## config.mk

```make
export PLATFORM = sky130hd
export DESIGN_NAME = diag_service_session_security_gate
export DESIGN_NICKNAME = d
export VERILOG_FILES = /design/src/rtl/dssg_pkg.sv /design/src/rtl/diag_service_session_security_gate.sv /design/src/rtl/dssg_eval.sv
export SDC_FILE = /design/constraint.sdc
export NUM_CORES = 1
export LEC_CHECK = 0
export ABC_AREA = 1
export BUFFER_PORTS_ARGS = -buffer_cell sky130_fd_sc_hd__clkbuf_2
export CAP_MARGIN = 10
export CORE_UTILIZATION = 30
export CTS_CLUSTER_DIAMETER = 200
export DETAILED_ROUTE_END_ITERATION = 8
export GPL_TIMING_DRIVEN = 1
export PLACE_DENSITY = 0.47
export SYNTH_ARGS = -nofsm -noshare
export SYNTH_HDL_FRONTEND = slang
export SYNTH_SLANG_ARGS = --single-unit
export TNS_END_PERCENT = 50
```

## constraint.sdc

```tcl
create_clock -name clk_i -period 4.4 [get_ports clk_i]
set_clock_uncertainty 0.2 [all_clocks]
set_input_delay 0.66 -clock clk_i [delete_from_list [all_inputs] [get_ports clk_i]]
set_output_delay 0.66 -clock clk_i [all_outputs]
set_load 0.02 [all_outputs]
```

## src/rtl/dssg_pkg.sv

```systemverilog
// Types and constants shared by the diagnostic session and security gate.
package dssg_pkg;

  typedef enum logic [1:0] {
    OUT_POS = 2'd0,
    OUT_NEG = 2'd1,
    OUT_FWD = 2'd2
  } outcome_e;

  typedef enum logic [3:0] {
    RSN_NONE     = 4'd0,
    RSN_UNKNOWN  = 4'd1,
    RSN_SESSION  = 4'd2,
    RSN_LOCKED   = 4'd3,
    RSN_LENGTH   = 4'd4,
    RSN_SUBFUNC  = 4'd5,
    RSN_BAD_KEY  = 4'd6,
    RSN_LOCKOUT  = 4'd7,
    RSN_SEQUENCE = 4'd8
  } reason_e;

  typedef enum logic [1:0] {
    SEC_LOCKED   = 2'd0,
    SEC_SEEDSENT = 2'd1,
    SEC_UNLOCKED = 2'd2,
    SEC_LOCKOUT  = 2'd3
  } sec_e;

  typedef enum logic [1:0] {
    SESS_DEFAULT = 2'd0,
    SESS_PROG    = 2'd1,
    SESS_EXT     = 2'd2
  } session_e;

  typedef enum logic [1:0] {
    CFG_MAX_ATTEMPTS = 2'd0,
    CFG_LOCKOUT      = 2'd1,
    CFG_KEY_MASK     = 2'd2
  } cfg_idx_e;

  localparam logic [7:0] SID_SESSION  = 8'h10;
  localparam logic [7:0] SID_RESET    = 8'h11;
  localparam logic [7:0] SID_CLR_DTC  = 8'h14;
  localparam logic [7:0] SID_RD_DTC   = 8'h19;
  localparam logic [7:0] SID_RD_DID   = 8'h22;
  localparam logic [7:0] SID_SECURITY = 8'h27;
  localparam logic [7:0] SID_WR_DID   = 8'h2E;
  localparam logic [7:0] SID_TESTER   = 8'h3E;

  localparam logic [7:0] NEG_RSP_ID   = 8'h7F;
  localparam logic [7:0] POS_RSP_BIT  = 8'h40;
  localparam logic [7:0] SUPPRESS_BIT = 8'h80;

  localparam logic [7:0] SF_REQ_SEED  = 8'h01;
  localparam logic [7:0] SF_SEND_KEY  = 8'h02;

  // session mask bits
  localparam logic [2:0] MSK_DEF  = 3'b001;
  localparam logic [2:0] MSK_PROG = 3'b010;
  localparam logic [2:0] MSK_EXT  = 3'b100;
  localparam logic [2:0] MSK_ALL  = 3'b111;

  localparam logic [3:0]  MAX_ATTEMPTS_RST = 4'd3;
  localparam logic [13:0] LOCKOUT_RST      = 14'd10000;
  localparam logic [31:0] KEY_MASK_RST     = 32'hA5A5A5A5;
  localparam logic [3:0]  FAILED_MAX       = 4'd15;
  localparam logic [11:0] KEY_REQ_LEN      = 12'd6;

  typedef struct packed {
    logic        kind;
    logic [7:0]  service_id;
    logic [7:0]  sub_function;
    logic [31:0] key_value;
    logic [11:0] request_length;
    logic [31:0] fresh_seed;
  } req_t;

  typedef struct packed {
    logic [1:0]  outcome;
    logic [7:0]  response_id;
    logic [3:0]  reason;
    logic [7:0]  echo_byte;
    logic [31:0] seed_out;
    logic [1:0]  session_now;
    logic        unlocked;
  } rsp_t;

  typedef struct packed {
    session_e    session;
    sec_e        security;
    logic [31:0] held_seed;
    logic [3:0]  failed;
  } gate_state_t;

  typedef struct packed {
    logic [3:0]  max_attempts;
    logic [31:0] key_mask;
  } gate_cfg_t;

endpackage

```

## src/rtl/diag_service_session_security_gate.sv

```systemverilog
// Diagnostic session and security gate, top level.
// An accepted request waits in the input register until the result side is free; its result is then registered.
// Throughput: one request or tick per cycle; the only stall comes from the result side.
// Session, security state, seed, attempt count and lockout count update as a
// request leaves the input register, so the next request sees them at once.
// Reset clears all state to default session, locked, and loads register defaults.
module diag_service_session_security_gate #(
  parameter int unsigned LOCKOUT_COUNT_BITS = 14
) (
  input  logic            clk_i,
  input  logic            rst_ni,
  input  logic            in_valid_i,
  output logic            in_stall_o,
  input  dssg_pkg::req_t  in_req_i,
  output logic            out_valid_o,
  input  logic            out_stall_i,
  output dssg_pkg::rsp_t  out_rsp_o,
  input  logic            cfg_we_i,
  input  logic [1:0]      cfg_idx_i,
  input  logic [31:0]     cfg_wdata_i
);
  import dssg_pkg::*;

  localparam int unsigned TickW = 14;
  localparam int unsigned CmpW  = (LOCKOUT_COUNT_BITS > TickW) ? LOCKOUT_COUNT_BITS : TickW;

  logic                          s1_valid_q;
  req_t                          s1_req_q;
  logic                          out_valid_q;
  rsp_t                          out_q;
  gate_state_t                   st_q, st_d;
  logic [LOCKOUT_COUNT_BITS-1:0] lock_q, lock_d;
  logic [3:0]                    max_attempts_q;
  logic [TickW-1:0]              lockout_ticks_q;
  logic [31:0]                   key_mask_q;
  gate_cfg_t                     cfg;
  logic [CmpW-1:0]               ticks_ext;
  logic [CmpW-1:0]               count_top;
  logic [LOCKOUT_COUNT_BITS-1:0] lock_load;
  logic                          out_free;
  logic                          proc;
  logic                          has_rsp;
  rsp_t                          rsp;

  assign ticks_ext = CmpW'(lockout_ticks_q);
  assign count_top = CmpW'({LOCKOUT_COUNT_BITS{1'b1}});
  assign lock_load = LOCKOUT_COUNT_BITS'((ticks_ext > count_top) ? count_top : ticks_ext);

  assign cfg.max_attempts = max_attempts_q;
  assign cfg.key_mask     = key_mask_q;

  assign out_free   = !out_valid_q || !out_stall_i;
  assign proc       = s1_valid_q && out_free;
  assign in_stall_o = s1_valid_q && !out_free;

  dssg_eval #(
    .LockoutCountBits(LOCKOUT_COUNT_BITS)
  ) u_eval (
    .req_i      (s1_req_q),
    .st_i       (st_q),
    .lock_i     (lock_q),
    .cfg_i      (cfg),
    .lock_load_i(lock_load),
    .st_o       (st_d),
    .lock_o     (lock_d),
    .has_rsp_o  (has_rsp),
    .rsp_o      (rsp)
  );

  always_ff @(posedge clk_i or negedge rst_ni) begin
    if (!rst_ni) begin
      max_attempts_q  <= MAX_ATTEMPTS_RST;
      lockout_ticks_q <= LOCKOUT_RST;
      key_mask_q      <= KEY_MASK_RST;
    end else if (cfg_we_i) begin
      unique case (cfg_idx_i)
        CFG_MAX_ATTEMPTS: max_attempts_q  <= cfg_wdata_i[3:0];
        CFG_LOCKOUT:      lockout_ticks_q <= cfg_wdata_i[TickW-1:0];
        CFG_KEY_MASK:     key_mask_q      <= cfg_wdata_i;
        default: ;
      endcase
    end
  end

  always_ff @(posedge clk_i or negedge rst_ni) begin
    if (!rst_ni) begin
      st_q.session   <= SESS_DEFAULT;
      st_q.security  <= SEC_LOCKED;
      st_q.held_seed <= '0;
      st_q.failed    <= '0;
      lock_q         <= '0;
    end else if (proc) begin
      st_q   <= st_d;
      lock_q <= lock_d;
    end
  end

  // input register
  always_ff @(posedge clk_i or negedge rst_ni) begin
    if (!rst_ni) begin
      s1_valid_q <= 1'b0;
    end else if (!in_stall_o) begin
      s1_valid_q <= in_valid_i;
    end
  end

  always_ff @(posedge clk_i) begin
    if (in_valid_i && !in_stall_o) begin
      s1_req_q <= in_req_i;
    end
  end

  // result register
  always_ff @(posedge clk_i or negedge rst_ni) begin
    if (!rst_ni) begin
      out_valid_q <= 1'b0;
    end else if (out_free) begin
      out_valid_q <= proc && has_rsp;
    end
  end

  always_ff @(posedge clk_i) begin
    if (proc && has_rsp) begin
      out_q <= rsp;
    end
  end

  assign out_valid_o = out_valid_q;
  assign out_rsp_o   = out_q;

endmodule

```

## src/rtl/dssg_eval.sv

```systemverilog
// Request decode, session and security gating, and next-state logic.
module dssg_eval #(
  parameter int unsigned LockoutCountBits = 14
) (
  input  dssg_pkg::req_t          req_i,
  input  dssg_pkg::gate_state_t   st_i,
  input  logic [LockoutCountBits-1:0] lock_i,
  input  dssg_pkg::gate_cfg_t     cfg_i,
  input  logic [LockoutCountBits-1:0] lock_load_i,
  output dssg_pkg::gate_state_t   st_o,
  output logic [LockoutCountBits-1:0] lock_o,
  output logic                    has_rsp_o,
  output dssg_pkg::rsp_t          rsp_o
);
  import dssg_pkg::*;

  logic        known;
  logic        fwd;
  logic        secreq;
  logic [2:0]  mask;
  logic [2:0]  minlen;
  logic [2:0]  sflag;
  logic [6:0]  sf_low;
  logic [7:0]  pos_id;
  logic [3:0]  failed_inc;
  logic [11:0] len;

  always_comb begin
    len    = req_i.request_length;
    sf_low = req_i.sub_function[6:0];
    pos_id = req_i.service_id | POS_RSP_BIT;
    failed_inc = (st_i.failed == FAILED_MAX) ? FAILED_MAX : st_i.failed + 4'd1;

    known  = 1'b1;
    fwd    = 1'b0;
    secreq = 1'b0;
    mask   = MSK_ALL;
    minlen = 3'd2;
    unique case (req_i.service_id)
      SID_SESSION:  begin mask = MSK_ALL; minlen = 3'd2; end
      SID_RESET:    begin mask = MSK_ALL; minlen = 3'd2; end
      SID_SECURITY: begin mask = MSK_EXT | MSK_PROG; minlen = 3'd2; end
      SID_TESTER:   begin mask = MSK_ALL; minlen = 3'd1; end
      SID_RD_DID:   begin mask = MSK_ALL; minlen = 3'd3; fwd = 1'b1; end
      SID_WR_DID: begin
        mask = MSK_EXT | MSK_PROG; minlen = 3'd4; fwd = 1'b1; secreq = 1'b1;
      end
      SID_CLR_DTC:  begin mask = MSK_ALL; minlen = 3'd4; fwd = 1'b1; end
      SID_RD_DTC:   begin mask = MSK_ALL; minlen = 3'd3; fwd = 1'b1; end
      default:      known = 1'b0;
    endcase

    unique case (st_i.session)
      SESS_DEFAULT: sflag = MSK_DEF;
      SESS_PROG:    sflag = MSK_PROG;
      SESS_EXT:     sflag = MSK_EXT;
      default:      sflag = 3'b000;
    endcase

    st_o      = st_i;
    lock_o    = lock_i;
    has_rsp_o = 1'b0;
    rsp_o     = '0;

    if (req_i.kind) begin
      if (st_i.security == SEC_LOCKOUT) begin
        if (lock_i != '0) begin
          lock_o = lock_i - LockoutCountBits'(1);
        end else begin
          st_o.security = SEC_LOCKED;
          st_o.failed   = '0;
          lock_o        = '0;
        end
      end
    end else if (len != '0) begin
      has_rsp_o         = 1'b1;
      rsp_o.outcome     = OUT_NEG;
      rsp_o.response_id = NEG_RSP_ID;
      priority if (!known) begin
        rsp_o.reason = RSN_UNKNOWN;
      end else if ((mask & sflag) == '0) begin
        rsp_o.reason = RSN_SESSION;
      end else if (secreq && st_i.security != SEC_UNLOCKED) begin
        rsp_o.reason = RSN_LOCKED;
      end else if (len < 12'(minlen)) begin
        rsp_o.reason = RSN_LENGTH;
      end else if (fwd) begin
        rsp_o.outcome     = OUT_FWD;
        rsp_o.response_id = req_i.service_id;
      end else if (req_i.service_id == SID_SESSION) begin
        if (sf_low < 7'd1 || sf_low > 7'd3) begin
          rsp_o.reason = RSN_SUBFUNC;
        end else begin
          st_o.session = session_e'(2'(sf_low - 7'd1));
          if (sf_low == 7'd1) begin
            st_o.security = SEC_LOCKED;
            st_o.failed   = '0;
            lock_o        = '0;
          end
          rsp_o.outcome     = OUT_POS;
          rsp_o.response_id = pos_id;
          rsp_o.echo_byte   = {1'b0, sf_low};
        end
      end else if (req_i.service_id == SID_RESET) begin
        if (req_i.sub_function < 8'd1 || req_i.sub_function > 8'd3) begin
          rsp_o.reason = RSN_SUBFUNC;
        end else begin
          st_o.session      = SESS_DEFAULT;
          st_o.security     = SEC_LOCKED;
          lock_o            = '0;
          rsp_o.outcome     = OUT_POS;
          rsp_o.response_id = pos_id;
          rsp_o.echo_byte   = req_i.sub_function;
        end
      end else if (req_i.service_id == SID_SECURITY) begin
        priority if (st_i.security == SEC_LOCKOUT) begin
          rsp_o.reason = RSN_LOCKOUT;
        end else if (req_i.sub_function == SF_REQ_SEED) begin
          rsp_o.outcome     = OUT_POS;
          rsp_o.response_id = pos_id;
          rsp_o.echo_byte   = req_i.sub_function;
          if (st_i.security != SEC_UNLOCKED) begin
            st_o.held_seed = req_i.fresh_seed;
            st_o.security  = SEC_SEEDSENT;
            rsp_o.seed_out = req_i.fresh_seed;
          end
        end else if (req_i.sub_function == SF_SEND_KEY) begin
          priority if (st_i.security != SEC_SEEDSENT) begin
            rsp_o.reason = RSN_SEQUENCE;
          end else if (len < KEY_REQ_LEN) begin
            rsp_o.reason = RSN_LENGTH;
          end else if (req_i.key_value == (~st_i.held_seed ^ cfg_i.key_mask)) begin
            st_o.security     = SEC_UNLOCKED;
            st_o.failed       = '0;
            rsp_o.outcome     = OUT_POS;
            rsp_o.response_id = pos_id;
            rsp_o.echo_byte   = req_i.sub_function;
          end else begin
            st_o.failed = failed_inc;
            if (failed_inc >= cfg_i.max_attempts) begin
              st_o.security = SEC_LOCKOUT;
              lock_o        = lock_load_i;
            end
            rsp_o.reason = RSN_BAD_KEY;
          end
        end else begin
          rsp_o.reason = RSN_SUBFUNC;
        end
      end else begin
        if (len >= 12'd2 && (req_i.sub_function & SUPPRESS_BIT) != '0) begin
          has_rsp_o = 1'b0;
        end
        rsp_o.outcome     = OUT_POS;
        rsp_o.response_id = pos_id;
        rsp_o.echo_byte   = (len >= 12'd2) ? {1'b0, sf_low} : 8'd0;
      end
    end

    rsp_o.session_now = st_o.session;
    rsp_o.unlocked    = (st_o.security == SEC_UNLOCKED);
  end

endmodule
```

After elaboration in Yosys (flattened, before gate mapping). Index checks and enable logic that the tools add are counted.

Add/subtract/negate cells: 3. Mux-type cells: 134. Bitwise operators: 15. Eq/ne operators: 44. $lt $le $gt $ge: 9. Reduce and logical (&&, ||, !) cells: 42.

Operators by type and width (count): $mux W38 (11); $mux W14 (23); $mux W40 (7); $mux W32 (7); $mux W4 (21); $mux W10 (7); $mux W9 (7); $mux W8 (7); $mux W22 (2); $mux W43 (1); $ne A10 B10 Y1 const B (4); $mux W36 (1); $mux W34 (1); $eq A32 B32 Y1 (1); $eq A8 B5 Y1 const B (4); $eq A8 B6 Y1 const B (4); $not A32 Y32 (1); $xor A32 B32 Y32 (1); $mux W2 (15); $reduce_and A19 Y1 (1); $pmux W3 S3 (2); $reduce_and A18 Y1 (1); $mux W1 (16); $ne A4 B2 Y1 const B (4); other kinds (48) (98).

Flip-flop bits (word level): 256.

Logic depth before layout (Yosys ltp).
Depth after elaboration: 30. Depth in mapped cells: 22. Gate-level depth less buffers: 22.

Hierarchy. A second synthesis with hierarchy kept.

Cell total of the unflattened synthesis: 1593. Area total of the unflattened synthesis: 13389.1 um2.

By module, submodules not included: diag_service_session_security_gate (cells an instance 636, instances 1, seq. area each 7185.6 um2, area an instance 8986.1 um2); dssg_eval (cells an instance 957, instances 1, seq. area each 0.0 um2, area an instance 4403.0 um2).

Worst setup path before layout. OpenSTA, ideal clock, no wires.

Path type: register -> register. Start point: register s1_req_q[89] in the netlist's numbering. End point: register out_q (netlist bit out_rsp_o[0]) (enable). Setup slack: 0.623 ns. Data arrival time: 3.166 ns. Stages on the path, launching flop included: 17. Library setup time: 0.411 ns. Buffers on the path: 0. Cells stage by stage: edfxtp_1 inv_2 nor3_4 nand4_1 nand2_1 inv_1 a21oi_1 ha_1 o21ai_1 nand2_1 nand2_2 nand2_4 nand2_4 nor2_1 nand3_1 nand3_1 inv_1.

Longest elaborated chain between the ends: 12.

RTL lines: start, declared (RTL line diag_service_session_security_gate.sv:28) `req_t s1_req_q;`; start signal, assigned (RTL line diag_service_session_security_gate.sv:109) `s1_req_q <= in_req_i;`; branches (longest 8 deep; another with $lt A12 B3 Y1); $mux W1 (*) (RTL line dssg_eval.sv:79) `priority if (!known) begin`; $mux W1 (*) (RTL line dssg_eval.sv:75) `end else if (len != '0) begin`; $mux W1 (*) (RTL line dssg_eval.sv:65) `if (req_i.kind) begin`; $logic_and A1 B1 Y1 (*) (RTL line diag_service_session_security_gate.sv:123) `if (proc && has_rsp) begin`; end signal, assigned (RTL line diag_service_session_security_gate.sv:124) `out_q <= rsp;`; end, declared (RTL line diag_service_session_security_gate.sv:30) `rsp_t out_q;`.

Every way passes the cells marked *. A chain may end at the register's enable or synchronous reset.

Final worst setup path.
Start point: register s1_req_q[89] in the netlist's numbering. End point: register out_q (netlist bit out_rsp_o[27]) (enable).

Same word-level chain as after synthesis.

==> flow_metrics.tcl <==
set metrics [dict create \
    pwr-share-seq_pct 47.0 \
    h-tree-depth 1 \
    start_util_pct 30.4 \
    die-height_um 202 \
    viasPerCell 4.44 \
    rows 73 \
    first_iter_violations 493 \
    worst-r2r-cell-count 17 \
    swShare_pct 28.3 \
    cts_buffers 31 \
    yosysSeqAreaShare_pct 59.7 \
    start_kind "register" \
    cp_top_family "simple AND/OR/NAND/NOR gates" \
    slew_headroom_pct 35.4 \
    worst_slack_ns 0.907 \
    grt_max_degree 55 \
    async_reset_ff_share_pct 41.4 \
    p_leak_nw 6.70 \
    crit_buf_inv 4 \
    clock_sinks 256 \
    crit_path_max_incr_delay_ns 0.43 \
    wl_met1_um 14200 \
    drc 0 \
    synth_top_cell_by_area "edfxtp_1" \
    avgSynthCellArea_sq_um 9.68 \
    antenna_found_initial 4 \
    period_minus_slack_ns 3.49 \
    grt_usage_pct 15.5 \
    power_density_nw_per_um2 443 \
    grt_pass1_wl_um 49000 \
    gr-total-overflow 0 \
    ant_nets 0 \
    hold_ws_ns 0.0494 \
    top_layer "met5" \
    min_path_type "in -> reg" \
    cts-root-buf "clkbuf_16" \
    syn_area_sq_um 12000 \
    synth_edf_count 150 \
    hold_path_depth 1 \
    clk_latency_ns 0.58 \
    diodes 0 \
    p_int_w 0.00465 \
    drtPass1Iterations 5 \
    ys_top_cells_by_count "348 x nand2_1, 177 x inv_1, 150 x edfxtp_1, 103 x nor2_1, 83 x dfrtp_1" \
    wl_met3_um 2060 \
    pin_count 191 \
    end_kind "register" \
    fin_util_pct 36.9 \
    p_switching_w 0.00183 \
    rsz0062_at_grt "false" \
    met2_length_um 14700 \
    path_class "reg -> reg" \
    dr_total_vias 8899 \
    totalWireLength_um 31700 \
    cp_slowest_cell "edfxtp_1" \
    cap_viol_max_count 0 \
    post_drt_wl_per_cell_um 15.8 \
    clockBufferDepth 3 \
    cp.arrival_ns 3.52 \
    required_ns 4.42 \
    portBuffers 190 \
    p_clk_share_pct 38.6 \
    p_comb_share_pct 14.4 \
    syn_inst 1244 \
    dp.final_hpwl_um 23100 \
    finalSetupViolCount 0 \
    fin_setup_tns_ns 0 \
    drive_gt1_share_pct 24.9 \
    fillers 4071 \
    cts_tree "yes" \
    core_area_sq_um 39600 \
    gp_congestion 0.883 \
    fmax_mhz 286 \
    place_ws_ns 0.885 \
    hold_viol 0 \
    grt_pass1_vias 8758 \
    fin_total_pwr_w 0.00648 \
    slew_violations 0 \
    path_cells "inv_2, nor3_4, nand4_1, nand2_1, inv_1, a21oi_1, ha_1, o21ai_1, nand2_1, nand2_2, nand2_4, nand2_4, nor2_1, nand3_1, nand3_1, inv_2, buf_4" \
    post_cts_buffers 0 \
    fp.dieW_um 202 \
    min_period_over_period_pct 79.4 \
    ys_types 49 \
    ys_ff_latch 256 \
    synth_top_area_share_pct 37.4 \
    area_growth_pct 21.5 \
    max-vdd-ir-drop_mv 0.276 \
    ys.flop_type "edfxtp_1" \
    die-area_sq_um 40900 \
    path_depth 17 \
    synthMostInstantiatedCell "nand2_1" \
    nets 1597 \
    cts.clk_slew.worst_paths_ns 0.06 \
    outcome "complete, no violations" \
    yosys-top-cells-area "edfxtp_1 37%, dfrtp_1 17%, nand2_1 11%, inv_1 5.5%, dfstp_2 5.0%" \
    worst-path-max-fanout 34 \
    worst_slew_pin_slew_ns 0.965 \
    synth-warning-count 0 \
]
[power by group through the flow]
| stage | registers (W) | logic, W | clock network (W) |
|---|---|---|---|
| finish | 0.00304 | 0.000934 | 0.00250 |
| global route | 0.00308 | 0.00108 | 0.00267 |
| CTS | 0.00305 | 0.000953 | 0.00258 |
| detailed placement | 0.00309 | 0.000946 | 0 |
| global placement | 0.00309 | 0.000938 | 0 |
| floorplan | 0.00306 | 0.000646 | 0 |
[per-stage QoR]
step | std cells | cell area, sq um
3_3_place_gp | 1944 | 13600
2_1_floorplan | 1245 | 12000
4_1_cts | 2003 | 14600
5_1_grt | 2003 | 14600
3_5_place_dp | 1944 | 13600
6_report | 2003 | 14600
[per-layer routing]
metal  global-route usage [%]  vias up
li1                         -     4471
met1                     20.1     4122
met2                     26.1      245
met3                     3.82       53
met4                     3.46        8
met5                        0        -
[area by class of cell]
type | count | area [sq um] | area share, %
flip-flops and latches | 256 | 7190 | 49.1
multi-input cells | 779 | 4020 | 27.5
repair buffers | 202 | 1070 | 7.33
clock buffers | 43 | 903 | 6.18
inverters | 183 | 689 | 4.72
well taps | 525 | 657 | 4.49
clock inverters | 15 | 98.8 | 0.676
[cells in the final DEF (no fill, tap or decap), types with 5 or more instances in the layout]
cell,Yosys,final
clkbuf_16,0,33
inv_2,6,7
nand2_4,5,5
clkinv_2,0,8
nand2_1,348,348
xnor2_1,8,8
a22oi_1,9,9
nand3b_1,21,21
edfxtp_1,150,150
or2_2,12,12
ha_1,12,12
dfstp_2,23,23
xor2_1,13,13
o21ai_0,55,55
nand4_1,12,12
buf_4,0,10
nor2_1,103,102
nand3_1,39,38
nand2_2,5,5
inv_1,177,175
mux2_2,12,12
a21oi_1,19,19
nor2_2,5,5
clkbuf_1,15,6
nor3_1,18,18
o21ai_1,20,20
clkbuf_2,0,189
o21ai_2,29,29
dfrtp_1,83,83
[logic make-up after synthesis]
kind of cell | after synthesis | synth area share, %
flip-flops | 256 | 59.7
AO/OA/AOI/OAI | 147 | 7.82
adder cells (fa/ha/maj) | 12 | 1.25
multiplexers | 12 | 1.12
AND/OR/NAND/NOR | 585 | 21.5
buffers and inverters | 210 | 7.09
other | 1 | 0.0311
XOR/XNOR | 21 | 1.53
[worst paths after layout]
kind / startpoint / endpoint / slack [ns]
max: s1_req_q[89] / out_rsp_o[27] / 0.91
min: in_req_i[21] / s1_req_q[21] / 0.05
max reg2reg: s1_req_q[89] / out_rsp_o[27] / 0.91
min reg2reg: lockout_ticks_q[11] / lockout_ticks_q[11] / 0.29
max in group asynchronous: rst_ni / max_attempts_q[0] / 2.66
min in group asynchronous: rst_ni / st_q[30] / 0.40
[state kept, by name (all words and copies together), names as in the netlist]
signal	count
s1_valid_q	1
max_attempts_q	4
st_q	40
lockout_ticks_q	14
key_mask_q	32
out_rsp_o	57
s1_req_q	93
out_valid_o	1
lock_q	14
[worst reg2reg max path, cell delays in order, from the launching register on]
cell and delay [ns]:
edfxtp_1 0.43, inv_2 0.08, nor3_4 0.27, nand4_1 0.35, nand2_1 0.20, inv_1 0.07
a21oi_1 0.12, ha_1 0.23, o21ai_1 0.07, nand2_1 0.07, nand2_2 0.07, nand2_4 0.09
nand2_4 0.11, nor2_1 0.06, nand3_1 0.07, nand3_1 0.11, inv_2 0.09, buf_4 0.40
[what timing repair did]
action                                 in CTS  in global routing
endpoints found under the hold margin      25                  0
hold buffers                                1                  0
resized for setup                           0                  0
No activity file was read; power rests on OpenSTA's default activity.
